<file path="config.mk">
export PLATFORM = sky130hd
export DESIGN_NAME = xorshift64star_byte_generator_flat
export DESIGN_NICKNAME = d
export VERILOG_FILES = /design/src/sv/xs64_pkg.sv /design/src/sv/xs64_if.sv /design/src/sv/xs64_mul.sv /design/src/sv/xorshift64star_byte_generator.sv /design/src/flat_wrapper.sv
export VERILOG_INCLUDE_DIRS = /design/src /design/src/sv
export SDC_FILE = /design/constraint.sdc
export NUM_CORES = 2
export LEC_CHECK = 0
export BUFFER_PORTS_ARGS = -buffer_cell sky130_fd_sc_hd__buf_2
export CAP_MARGIN = 10
export CELL_PAD_IN_SITES_DETAIL_PLACEMENT = 1
export CELL_PAD_IN_SITES_GLOBAL_PLACEMENT = 2
export CORE_ASPECT_RATIO = 1.5
export CORE_MARGIN = 5
export CORE_UTILIZATION = 43
export DETAILED_ROUTE_END_ITERATION = 10
export PLACE_DENSITY_LB_ADDON = 0.1
export SYNTH_ARGS = -nofsm -noshare
export SYNTH_HDL_FRONTEND = slang
export SYNTH_SLANG_ARGS = --single-unit
</file>
<file path="constraint.sdc">
create_clock -name clock -period 13.4 [get_ports clock]
set_input_delay 0 -clock clock [delete_from_list [all_inputs] [get_ports clock]]
set_output_delay 0 -clock clock [all_outputs]
set_load 0.05 [all_outputs]
</file>
<file path="src/sv/xorshift64star_byte_generator_macros.svh">
// assertion macros shared by the xorshift64* byte generator rtl
`ifndef XORSHIFT64STAR_BYTE_GENERATOR_MACROS_SVH
`define XORSHIFT64STAR_BYTE_GENERATOR_MACROS_SVH

// same-cycle implication, disabled in reset
`define XS_ASSERT_NOW(name, clk, rst, ante, cons, msg) \
   name: assert property (@(posedge clk) disable iff (rst) (ante) |-> (cons)) else $error(msg);

// next-cycle implication, disabled in reset
`define XS_ASSERT_NEXT(name, clk, rst, ante, cons, msg) \
   name: assert property (@(posedge clk) disable iff (rst) (ante) |=> (cons)) else $error(msg);

`endif

</file>
<file path="src/sv/xs64_pkg.sv">
// types, constants and helper functions of the xorshift64* byte generator
package xs64_pkg;

   localparam int WORD_W    = 64;
   localparam int LEN_W     = 10;
   localparam int BYTES_W   = 4;
   localparam int SEED_NBYTES_W = 4;
   localparam int CSR_IDX_W = 2;
   localparam int HALF_W    = 32;

   localparam logic [CSR_IDX_W-1:0] CSR_SEED_VALUE  = 2'd0;
   localparam logic [CSR_IDX_W-1:0] CSR_SEED_LENGTH = 2'd1;

   localparam logic [WORD_W-1:0] FALLBACK_SEED = 64'hDEAD_BEEF_DEAD_BEEF;
   localparam logic [WORD_W-1:0] SCRAMBLE_MULT = 64'h2545_F491_4F6C_DD1D;
   localparam logic [WORD_W-1:0] ONE_SEED      = 64'h1;
   localparam logic [7:0]        PAD_BYTE      = 8'hA5;
   localparam logic [BYTES_W-1:0] WORD_BYTES   = 4'd8;

   localparam int SHIFT_A = 12;
   localparam int SHIFT_B = 25;
   localparam int SHIFT_C = 27;

   typedef enum logic [1:0] {
      ST_IDLE,
      ST_SHIFT,
      ST_MUL,
      ST_HOLD
   } gen_state_type;

   typedef struct packed {
      logic busy;
      logic done;
   } mul_status_type;

   // seed from the two registers, lengths above eight act as eight
   function automatic logic [WORD_W-1:0] derive_seed(input logic [WORD_W-1:0] value,
                                                     input logic [SEED_NBYTES_W-1:0] len);
      logic [WORD_W-1:0]        s;
      logic [SEED_NBYTES_W-1:0] n;
      n = (len > SEED_NBYTES_W'(8)) ? SEED_NBYTES_W'(8) : len;
      s = FALLBACK_SEED;
      if (n != '0) begin
         for (int i = 0; i < 8; i++) begin
            s[8*i +: 8] = (SEED_NBYTES_W'(i) < n) ? value[8*i +: 8] : PAD_BYTE;
         end
      end
      if (s == '0) begin
         s = ONE_SEED;
      end
      return s;
   endfunction

   function automatic logic [WORD_W-1:0] xorshift(input logic [WORD_W-1:0] x);
      logic [WORD_W-1:0] v;
      v = x ^ (x >> SHIFT_A);
      v = v ^ (v << SHIFT_B);
      v = v ^ (v >> SHIFT_C);
      return v;
   endfunction

   // keeps the low take bytes
   function automatic logic [WORD_W-1:0] byte_mask(input logic [BYTES_W-1:0] take);
      logic [WORD_W-1:0] m;
      for (int i = 0; i < 8; i++) begin
         m[8*i +: 8] = (BYTES_W'(i) < take) ? 8'hFF : 8'h00;
      end
      return m;
   endfunction

endpackage

</file>
<file path="src/sv/xs64_if.sv">
// valid/ready channel interfaces of the xorshift64* byte generator

interface xs64_req_if;
   logic                         valid;
   logic                         ready;
   logic [xs64_pkg::LEN_W-1:0]   request_length;

   modport source (output valid, output request_length, input ready);
   modport sink   (input valid, input request_length, output ready);
endinterface

interface xs64_rsp_if;
   logic                         valid;
   logic                         ready;
   logic [xs64_pkg::WORD_W-1:0]  random_word;
   logic [xs64_pkg::BYTES_W-1:0] valid_bytes;
   logic                         last_word;

   modport source (output valid, output random_word, output valid_bytes,
                   output last_word, input ready);
   modport sink   (input valid, input random_word, input valid_bytes,
                   input last_word, output ready);
endinterface

interface xs64_csr_if;
   logic                           valid;
   logic                           ready;
   logic [xs64_pkg::CSR_IDX_W-1:0] index;
   logic [xs64_pkg::WORD_W-1:0]    data;

   modport source (output valid, output index, output data, input ready);
   modport sink   (input valid, input index, input data, output ready);
endinterface

</file>
<file path="src/sv/xs64_mul.sv">
// iterative low-half 64x64 scramble multiply on one shared 32x32 multiplier
module xs64_mul (
   input  logic                            clock,
   input  logic                            reset,
   input  logic                            start,
   input  logic [xs64_pkg::WORD_W-1:0]     operand,
   output xs64_pkg::mul_status_type        status,
   output logic [xs64_pkg::WORD_W-1:0]     product
);
   import xs64_pkg::*;

   logic [WORD_W-1:0] x_ff;
   logic [1:0]        step_ff;
   logic              busy_ff;
   logic              done_ff;
   logic [WORD_W-1:0] prod_ff;
   logic [WORD_W-1:0] acc_ff;

   logic [HALF_W-1:0] mul_a;
   logic [HALF_W-1:0] mul_b;
   logic [WORD_W-1:0] mul_out;

   // step 0: lo*lo, step 1: hi*lo, step 2: lo*hi; only low half of cross terms matters
   always_comb begin
      case (step_ff)
         2'd1: begin
            mul_a = x_ff[WORD_W-1:HALF_W];
            mul_b = SCRAMBLE_MULT[HALF_W-1:0];
         end
         2'd2: begin
            mul_a = x_ff[HALF_W-1:0];
            mul_b = SCRAMBLE_MULT[WORD_W-1:HALF_W];
         end
         default: begin
            mul_a = x_ff[HALF_W-1:0];
            mul_b = SCRAMBLE_MULT[HALF_W-1:0];
         end
      endcase
      mul_out = {{HALF_W{1'b0}}, mul_a} * {{HALF_W{1'b0}}, mul_b};
   end

   always_ff @(posedge clock) begin
      if (reset) begin
         busy_ff <= 1'b0;
         done_ff <= 1'b0;
         step_ff <= 2'd0;
      end else begin
         done_ff <= 1'b0;
         if (start) begin
            busy_ff <= 1'b1;
            step_ff <= 2'd0;
         end else if (busy_ff) begin
            step_ff <= step_ff + 2'd1;
            if (step_ff == 2'd3) begin
               busy_ff <= 1'b0;
               done_ff <= 1'b1;
            end
         end
      end
   end

   // product registered, accumulated one step behind
   always_ff @(posedge clock) begin
      if (start) begin
         x_ff <= operand;
      end
      if (busy_ff) begin
         prod_ff <= mul_out;
         case (step_ff)
            2'd1:    acc_ff <= prod_ff;
            2'd2,
            2'd3:    acc_ff <= acc_ff + {prod_ff[HALF_W-1:0], {HALF_W{1'b0}}};
            default: acc_ff <= acc_ff;
         endcase
      end
   end

   assign status.busy = busy_ff;
   assign status.done = done_ff;
   assign product     = acc_ff;

endmodule

</file>
<file path="src/sv/xorshift64star_byte_generator.sv">
// top level of the xorshift64* byte generator
// usage:
//  - csr_ch writes seed_value (index 0) or seed_length (index 1); every known
//    write reseeds the generator, other indexes are dropped; always ready
//  - req_ch takes one transaction naming a byte count (0..512, larger values
//    saturate to MAX_REQUEST_BYTES, zero gives no output)
//  - rsp_ch returns ceil(count/8) words, byte 0 in the low bits, the final
//    word partial with its upper bytes zero, last_word set on the final word
// timing:
//  - each word takes one xorshift step (ST_SHIFT), then a pass through the
//    shared 32x32 multiplier (ST_MUL) that builds the low 64 bits of the scramble
//  - req_ch is ready only while no request is in progress; it reopens as
//    the last word enters the output register, so the next request can be
//    taken while that word still waits
// reset: synchronous, clears the channels and seeds 0xDEADBEEFDEADBEEF
// stall: a stalled rsp_ch holds the finished word in the multiplier and
//    freezes the sequencer until the output register frees up
`include "xorshift64star_byte_generator_macros.svh"

module xorshift64star_byte_generator #(
   parameter int MAX_REQUEST_BYTES = 512
) (
   input  logic        clock,
   input  logic        reset,
   xs64_req_if.sink    req_ch,
   xs64_rsp_if.source  rsp_ch,
   xs64_csr_if.sink    csr_ch
);
   import xs64_pkg::*;

   // sequencer
   gen_state_type state_ff, state_in;

   // seed registers and generator state
   logic [WORD_W-1:0]        seed_value_ff;
   logic [SEED_NBYTES_W-1:0] seed_nbytes_ff;
   logic [WORD_W-1:0]        gen_state_ff;
   logic [LEN_W-1:0]         remaining_ff;

   // output register
   logic                  rsp_valid_ff;
   logic [WORD_W-1:0]     rsp_word_ff;
   logic [BYTES_W-1:0]    rsp_bytes_ff;
   logic                  rsp_last_ff;

   logic [LEN_W-1:0]         req_len_sat;
   logic                     req_fire;
   logic                     csr_fire;
   logic                     csr_hit;
   logic [WORD_W-1:0]        seed_value_in;
   logic [SEED_NBYTES_W-1:0] seed_nbytes_in;
   logic [WORD_W-1:0]        shifted;
   logic                     slot_free;
   logic                     result_ready;
   logic                     emit;
   logic                     is_last;
   logic [BYTES_W-1:0]       take;
   logic                     mul_start;
   mul_status_type           mul_stat;
   logic [WORD_W-1:0]        mul_product;

   // shared multiplier unit
   xs64_mul u_mul (
      .clock   (clock),
      .reset   (reset),
      .start   (mul_start),
      .operand (shifted),
      .status  (mul_stat),
      .product (mul_product)
   );

   // handshake and datapath helpers
   always_comb begin
      req_fire     = req_ch.valid && req_ch.ready;
      csr_fire     = csr_ch.valid && csr_ch.ready;
      csr_hit      = csr_fire && (csr_ch.index inside {CSR_SEED_VALUE, CSR_SEED_LENGTH});
      req_len_sat  = (req_ch.request_length > LEN_W'(MAX_REQUEST_BYTES)) ?
                     LEN_W'(MAX_REQUEST_BYTES) : req_ch.request_length;
      seed_value_in = (csr_fire && csr_ch.index == CSR_SEED_VALUE) ?
                      csr_ch.data : seed_value_ff;
      seed_nbytes_in = (csr_fire && csr_ch.index == CSR_SEED_LENGTH) ?
                       csr_ch.data[SEED_NBYTES_W-1:0] : seed_nbytes_ff;
      shifted      = xorshift(gen_state_ff);
      slot_free    = !rsp_valid_ff || rsp_ch.ready;
      result_ready = (state_ff == ST_MUL && mul_stat.done) || state_ff == ST_HOLD;
      emit         = result_ready && slot_free;
      take         = (remaining_ff >= LEN_W'(WORD_BYTES)) ?
                     WORD_BYTES : remaining_ff[BYTES_W-1:0];
      is_last      = remaining_ff <= LEN_W'(WORD_BYTES);
   end

   // next state
   always_comb begin
      state_in = state_ff;
      case (state_ff)
         ST_IDLE: begin
            if (req_fire && req_len_sat != '0) begin
               state_in = ST_SHIFT;
            end
         end
         ST_SHIFT: state_in = ST_MUL;
         ST_MUL: begin
            if (mul_stat.done) begin
               if (slot_free) begin
                  state_in = is_last ? ST_IDLE : ST_SHIFT;
               end else begin
                  state_in = ST_HOLD;
               end
            end
         end
         ST_HOLD: begin
            if (slot_free) begin
               state_in = is_last ? ST_IDLE : ST_SHIFT;
            end
         end
         default: state_in = ST_IDLE;
      endcase
   end

   // sequencer outputs
   always_comb begin
      req_ch.ready = (state_ff == ST_IDLE);
      mul_start    = (state_ff == ST_SHIFT);
      csr_ch.ready = 1'b1;
   end

   always_ff @(posedge clock) begin
      if (reset) begin
         state_ff       <= ST_IDLE;
         seed_value_ff  <= '0;
         seed_nbytes_ff <= '0;
         gen_state_ff   <= FALLBACK_SEED;
         remaining_ff   <= '0;
         rsp_valid_ff   <= 1'b0;
      end else begin
         state_ff <= state_in;

         // reseed on any register write, otherwise advance once per word
         seed_value_ff  <= seed_value_in;
         seed_nbytes_ff <= seed_nbytes_in;
         if (csr_hit) begin
            gen_state_ff <= derive_seed(seed_value_in, seed_nbytes_in);
         end else if (mul_start) begin
            gen_state_ff <= shifted;
         end

         if (req_fire) begin
            remaining_ff <= req_len_sat;
         end else if (emit) begin
            remaining_ff <= remaining_ff - LEN_W'(take);
         end

         if (emit) begin
            rsp_valid_ff <= 1'b1;
         end else if (rsp_ch.ready) begin
            rsp_valid_ff <= 1'b0;
         end
      end
   end

   // output payload, no reset needed
   always_ff @(posedge clock) begin
      if (emit) begin
         rsp_word_ff  <= mul_product & byte_mask(take);
         rsp_bytes_ff <= take;
         rsp_last_ff  <= is_last;
      end
   end

   always_comb begin
      rsp_ch.valid       = rsp_valid_ff;
      rsp_ch.random_word = rsp_word_ff;
      rsp_ch.valid_bytes = rsp_bytes_ff;
      rsp_ch.last_word   = rsp_last_ff;
   end

   // checks
   `XS_ASSERT_NOW(a_state_nonzero, clock, reset, 1'b1, gen_state_ff != '0, "generator state is zero")
   `XS_ASSERT_NEXT(a_last_drains, clock, reset, emit && is_last, remaining_ff == '0, "bytes left after last word")
   `XS_ASSERT_NOW(a_bytes_range, clock, reset, rsp_valid_ff, rsp_bytes_ff != '0 && rsp_bytes_ff <= WORD_BYTES, "valid_bytes out of range")
   `XS_ASSERT_NOW(a_done_in_mul, clock, reset, mul_stat.done, state_ff == ST_MUL, "multiplier finished outside its state")
   `XS_ASSERT_NOW(a_idle_drained, clock, reset, state_ff == ST_IDLE, !mul_stat.busy, "multiplier busy while idle")

endmodule

</file>
<file path="src/flat_wrapper.sv">
// flat-port wrapper written by rule: the top's interface ports become plain ports
module xorshift64star_byte_generator_flat import xs64_pkg::*;
#(
   parameter int MAX_REQUEST_BYTES = 512
)
  (clock, reset, req_ch_valid, req_ch_request_length, req_ch_ready, rsp_ch_valid, rsp_ch_random_word, rsp_ch_valid_bytes, rsp_ch_last_word, rsp_ch_ready, csr_ch_valid, csr_ch_index, csr_ch_data, csr_ch_ready);
  xs64_req_if req_ch_i ();
  xs64_rsp_if rsp_ch_i ();
  xs64_csr_if csr_ch_i ();
  input  logic clock;
  input  logic reset;
  input wire logic [$bits(req_ch_i.valid)-1:0] req_ch_valid;
  input wire logic [$bits(req_ch_i.request_length)-1:0] req_ch_request_length;
  output wire logic [$bits(req_ch_i.ready)-1:0] req_ch_ready;
  output wire logic [$bits(rsp_ch_i.valid)-1:0] rsp_ch_valid;
  output wire logic [$bits(rsp_ch_i.random_word)-1:0] rsp_ch_random_word;
  output wire logic [$bits(rsp_ch_i.valid_bytes)-1:0] rsp_ch_valid_bytes;
  output wire logic [$bits(rsp_ch_i.last_word)-1:0] rsp_ch_last_word;
  input wire logic [$bits(rsp_ch_i.ready)-1:0] rsp_ch_ready;
  input wire logic [$bits(csr_ch_i.valid)-1:0] csr_ch_valid;
  input wire logic [$bits(csr_ch_i.index)-1:0] csr_ch_index;
  input wire logic [$bits(csr_ch_i.data)-1:0] csr_ch_data;
  output wire logic [$bits(csr_ch_i.ready)-1:0] csr_ch_ready;
  assign req_ch_i.valid = req_ch_valid;
  assign req_ch_i.request_length = req_ch_request_length;
  assign req_ch_ready = req_ch_i.ready;
  assign rsp_ch_valid = rsp_ch_i.valid;
  assign rsp_ch_random_word = rsp_ch_i.random_word;
  assign rsp_ch_valid_bytes = rsp_ch_i.valid_bytes;
  assign rsp_ch_last_word = rsp_ch_i.last_word;
  assign rsp_ch_i.ready = rsp_ch_ready;
  assign csr_ch_i.valid = csr_ch_valid;
  assign csr_ch_i.index = csr_ch_index;
  assign csr_ch_i.data = csr_ch_data;
  assign csr_ch_ready = csr_ch_i.ready;
  xorshift64star_byte_generator #(.MAX_REQUEST_BYTES(MAX_REQUEST_BYTES)) u_core (.clock(clock), .reset(reset), .req_ch(req_ch_i), .rsp_ch(rsp_ch_i), .csr_ch(csr_ch_i));
endmodule
</file>
== Yosys cells after proc, flatten, opt, wreduce, memory -nomap -nowiden ==
Cells that the tools add are included.
W data, S select, Z words.
Cells by class
  add/subtract/negate cells: 3
  multiply operators: 1
  magnitude comparators: 20
  equal/unequal tests: 10
  muxes and demuxes: 44
  bitwise operators: 5
  reductions and logical operators: 25
Operators by type and width (count)
  $mux W64: 7
  $mux W8: 16
  $pmux W64 S2: 1
  $add A64 B64 Y64: 1
  $and A64 B64 Y64: 1
  $logic_not A64 Y1: 1
  $xor A64 B37 Y64: 1
  $xor A64 B52 Y64: 1
  $xor A64 B64 Y64: 1
  $mul A32 B31 Y63: 1
  $lt A3 B4 Y1 const A: 8
  $mux W32: 1
  $mux W31: 1
  $mux W10: 3
  $lt A1 B4 Y1 const A: 4
  $lt A2 B4 Y1 const A: 4
  $mux W4: 3
  $ge A10 B4 Y1 const B: 1
  $gt A10 B10 Y1 const B: 1
  $le A10 B4 Y1 const B: 1
  $reduce_bool A10 Y1: 1
  $reduce_bool A2 Y1: 5
  $sub A10 B4 Y10: 1
  $eq A2 B2 Y1 const B: 4
  other kinds (18): 39
Storage, ports and cells
  register bits after elaboration: 410
  input port bits: 81
  output and inout port bits: 72
  logic and storage cells: 123

== Longest topological paths before layout ==
  depth after elaboration: 13
  mapped depth: 37
  depth with buffers taken out: 33

== Cells and area by module ==
Synthesis repeated with hierarchy kept, for this count alone.
Unflattened totals
  cells, all modules: 4259
  area, all modules: 42542.1 µm²
By module, submodules not included
  xs64_mul: times used 1, cells each 3112, area each 31846.8 µm², sequential area each 5845.6 µm²
  xorshift64star_byte_generator: times used 1, cells each 1147, area each 10695.3 µm², sequential area each 4974.8 µm²

== Worst setup path before layout ==
Ideal clock, no wire load.
  kind: flip-flop to flip-flop
  start point: reg u_core.u_mul.step_ff[1]
  end point: reg u_core.u_mul.prod_ff[59] (data pin)
  library setup time: 0.265 ns
  arrival time: 9.367 ns
  data required time: 13.135 ns
  slack: 3.768 ns
  cell stages (with the launch flop): 36
  path buffers: 6
  clock period less this slack: 9.632 ns
  path through: dfxtp_1 > clkbuf_1 > inv_1 > ha_1 > clkbuf_1 > buf_2 > buf_1 > buf_2 > mux2i_1 > nor2_1 > inv_1 > fa_1 > inv_1 > fa_1 > inv_1 > fa_1 > fa_1 > inv_1 > fa_1 > fa_1 > fa_1 > inv_1 > fa_1 > inv_1 > ha_1 > clkbuf_1 > a21oi_1 > nand2_1 > a41o_1 > a21o_1 > nor4_2 > a211oi_1 > o311ai_1 > a21boi_1 > o41a_1 > xor2_1
Between the ends
  cells in the longest elaborated chain, start to end: 3
  elaborated cells between the ends (all ways): 5
  those cells by class: 1 x mul; 2 x eq/ne; 2 x mux
Ends and longest elaborated chain
  from (decl): RTL line xs64_mul.sv:13  | logic [1:0] step_ff;
  from (signal assigned): RTL line xs64_mul.sv:53  | step_ff <= step_ff + 2'd1;
  $eq A2 B1 Y1 or $eq A2 B2 Y1 (tied branches): RTL line xs64_mul.sv:25  | case (step_ff)
  $mux W32 or $mux W31 (tied branches): RTL line xs64_mul.sv:25
  $mul A32 B31 Y63 *: RTL line xs64_mul.sv:39  | mul_out = {{HALF_W{1'b0}}, mul_a} * {{HALF_W{1'b0}}, mul_b};
  net u_core.u_mul.mul_out[59]: RTL line xs64_mul.sv:21  | logic [WORD_W-1:0] mul_out;
  to (signal assigned): RTL line xs64_mul.sv:68  | prod_ff <= mul_out;
  to (decl): RTL line xs64_mul.sv:16  | logic [WORD_W-1:0] prod_ff;
The timed path passes the listed nets; every way through them passes the cells marked *.
A chain may end at the register's enable or synchronous reset.

== Final worst setup path ==
  start point: reg u_core.u_mul.step_ff[0]
  end point: reg u_core.u_mul.prod_ff[59] (data pin)
The elaborated chain is that of the path after synthesis.

==> out/metrics.cfg <==
[worst_hold_path]
hold_path_class=input pin to register
hold_start=csr_ch_data[47]
whs_endpoint=u_core.gen_state_ff[47]$_SDFFE_PP1P_
holdPathStages=4

[synth]
yosys-top-cells-area=fa_1 27%, edfxtp_1 18%, ha_1 12%, inv_1 7.5%, dfxtp_1 7.1%
yosys_warnings=0
synth_common_cells=844 x inv_1, 579 x fa_1, 419 x ha_1
yosysSeqAreaShare=0.256
synth_flop_cell=edfxtp_1
synth.most_common_cell=inv_1
ys_async_sr_fraction=0
synth_edf_count=260
synth_top_area_cell=fa_1
synthCells=4146
syn_avg_cell_area_um2=10.2
netlist_area_um2=42200
ys_ff_latch=409
synth_cell_types=81
synth_top_area_frac=0.275

[cts]
cts_max_path_buffers=3
cts_max_level=2
cts_tree=yes
post-cts-setup-buffer-count=0
clock_sinks=409
worstSkewPairLatency_ns=0.62
root_buffer=clkbuf_16
numCtsBuffers=44
clk_pin_slew_ns=0.06
postCtsResizedCells=0

[setup_path]
worstSetupPathType=register to register
crit_arrival_ns=10.58
r2r-end=u_core.u_mul.prod_ff[59]$_DFFE_PP_
critPathMaxFanout=32
rr_startpoint=u_core.u_mul.step_ff[0]$_SDFFE_PP0P_
critPathLaunchType=register
crit_path_top_delay_cell=nor2_1
r2r_cells=30
critPathMaxStageDelay_ns=0.74
worst_path_most_repeated_cell=fa_1
crit_required_ns=13.74
crit_path_end_kind=register
reg2reg_slack_ns=3.16

[floorplanning]
chipWidth_um=266
die_h_um=394
initial_core_util=0.433
die_area_um2=105000
row_count=140
core_area_um2=97400
io_pins=153

[sta]
period_share=0.764
fin_crit_ns=10.24
tns_ns=0
hold_ws_ns=0.107
rsz0062_at_grt=no
fmax_ghz=0.0976
worst_pin_slew_ns=1.13
slew_viol_final=0
hold_viol=0
setup_viol=0
clock_skew_ns=0.0242
slew_headroom=0.248

[routing]
ant_nets=0
drt_pre_antenna_iters=5
drt-initial-drc-count=1527
dr_total_vias=30500
drc_errors=0
drt_wl_total_um=157000
vias_per_cell=5.34
routedWlPerCell_um=27.5

[placement]
routabilityCongestion=0.979
port_buffers=151
hpwlAfterDp_um=134000

[run]
cap_violations=0

[grt]
grt.total_usage=0.298
grt_antenna_before_repair=3
grt_overflow=0
grt_pass1_wl_um=228000
grt_max_degree=73
grt_pass1_vias=34400

[cells_and_area]
drive_above_1_share=0.0740
area_growth_pct=11.4
fill_cells=10800
register_area_um2=10800
nets=5478
multi_input_area_um2=27900

[outcome]
status=finished clean

==> repair_timing <==
| item | CTS | global route |
|---|---|---|
| endpoints found under the setup margin | 0 | 0 |
| hold endpoints to repair | 106 | 0 |
| hold buffers | 102 | 0 |
==> logic make-up after synthesis <==
kind of cell,share of synthesized area
compound gates,0.0778
xor+xnor,0.0552
fa+ha+maj,0.399
buf+inv,0.0878
flops,0.256
mux,0.0283
other cells,0.000178
simple gates,0.0964
==> cell usage in the layout, fill, tap and decap left out, drive strengths merged, types with 96 or more instances in the layout <==
cell type and count:
inv 853, fa 579, ha 419, nor2 286, edfxtp 260, nand2 207
buf 201, xnor2 197, o21ai 157, a21oi 156, dfxtp 149, dlygate4sd3 102
mux2i 96
==> through the flow <==
step	instances	utilization	setup slack [ns]	area (um2)
global placement	5527	0.458	3.20	44600
global route	5711	0.483	2.69	47000
floorplan	4171	-	3.77	42300
CTS	5711	0.483	3.09	47000
detailed placement	5529	0.458	3.07	44600
finish	5712	0.483	3.16	47000
==> registers in the layout (all words and copies together), names as in the netlist, 2 cells and up <==
name                       flops
u_core.gen_state_ff           64
u_core.rsp_ch.random_word     64
u_core.seed_value_ff          64
u_core.u_mul.product          64
u_core.u_mul.x_ff             64
u_core.u_mul.prod_ff          63
u_core.remaining_ff           10
u_core.rsp_ch.valid_bytes      4
u_core.seed_nbytes_ff          4
u_core.state_ff                2
u_core.u_mul.step_ff           2
==> worst max-delay path by stage <==
stage                                    endpoint                                 start  slack (ns)
2_1_floorplan  u_core.u_mul.prod_ff[59]$_DFFE_PP_  u_core.u_mul.step_ff[1]$_SDFFE_PP0P_        3.77
6_report       u_core.u_mul.prod_ff[59]$_DFFE_PP_  u_core.u_mul.step_ff[0]$_SDFFE_PP0P_        3.16
3_5_place_dp   u_core.u_mul.prod_ff[59]$_DFFE_PP_  u_core.u_mul.step_ff[0]$_SDFFE_PP0P_        3.07
5_1_grt        u_core.u_mul.prod_ff[55]$_DFFE_PP_  u_core.u_mul.step_ff[0]$_SDFFE_PP0P_        2.69
3_3_place_gp   u_core.u_mul.prod_ff[55]$_DFFE_PP_  u_core.u_mul.step_ff[0]$_SDFFE_PP0P_        3.20
4_1_cts        u_core.u_mul.prod_ff[59]$_DFFE_PP_  u_core.u_mul.step_ff[0]$_SDFFE_PP0P_        3.09
==> area by class of cell <==
cell class,instances,share of cell area
antenna,1,0.0000532
clock buffer,58,0.0259
clock inverter,22,0.00415
inverter,852,0.0680
multi-input combinational,2789,0.593
sequential,409,0.230
tap,1278,0.0340
timing repair buffer,303,0.0457
==> worst max-delay path, delay by kind of cell, from the launching register on <==
kind / cells / cell delay, ns
adders and majority gates: 10 / 4.59
AOI/OAI and AO/OA: 7 / 1.90
buffers and inverters: 8 / 1.27
and+or+nand+nor: 3 / 1.10
muxes: 1 / 0.45
DFF: 1 / 0.42
xor gates and xnor gates: 1 / 0.15
==> metal layers <==
layer / share of wire / wire, um / global-route usage / vias up
met1: 0.32 / 50500 / 0.289 / 15500
met3: 0.029 / 4520 / 0.0286 / 404
met4: 0.11 / 16900 / 0.239 / 0
met5: 0 / 0 / 0 / -
li1: - / - / - / 13800
met2: 0.54 / 85200 / 0.566 / 789
Power is left out: the tool's default activity adds up to more than one toggle a clock period on the data nets, which glitch-free logic cannot reach.
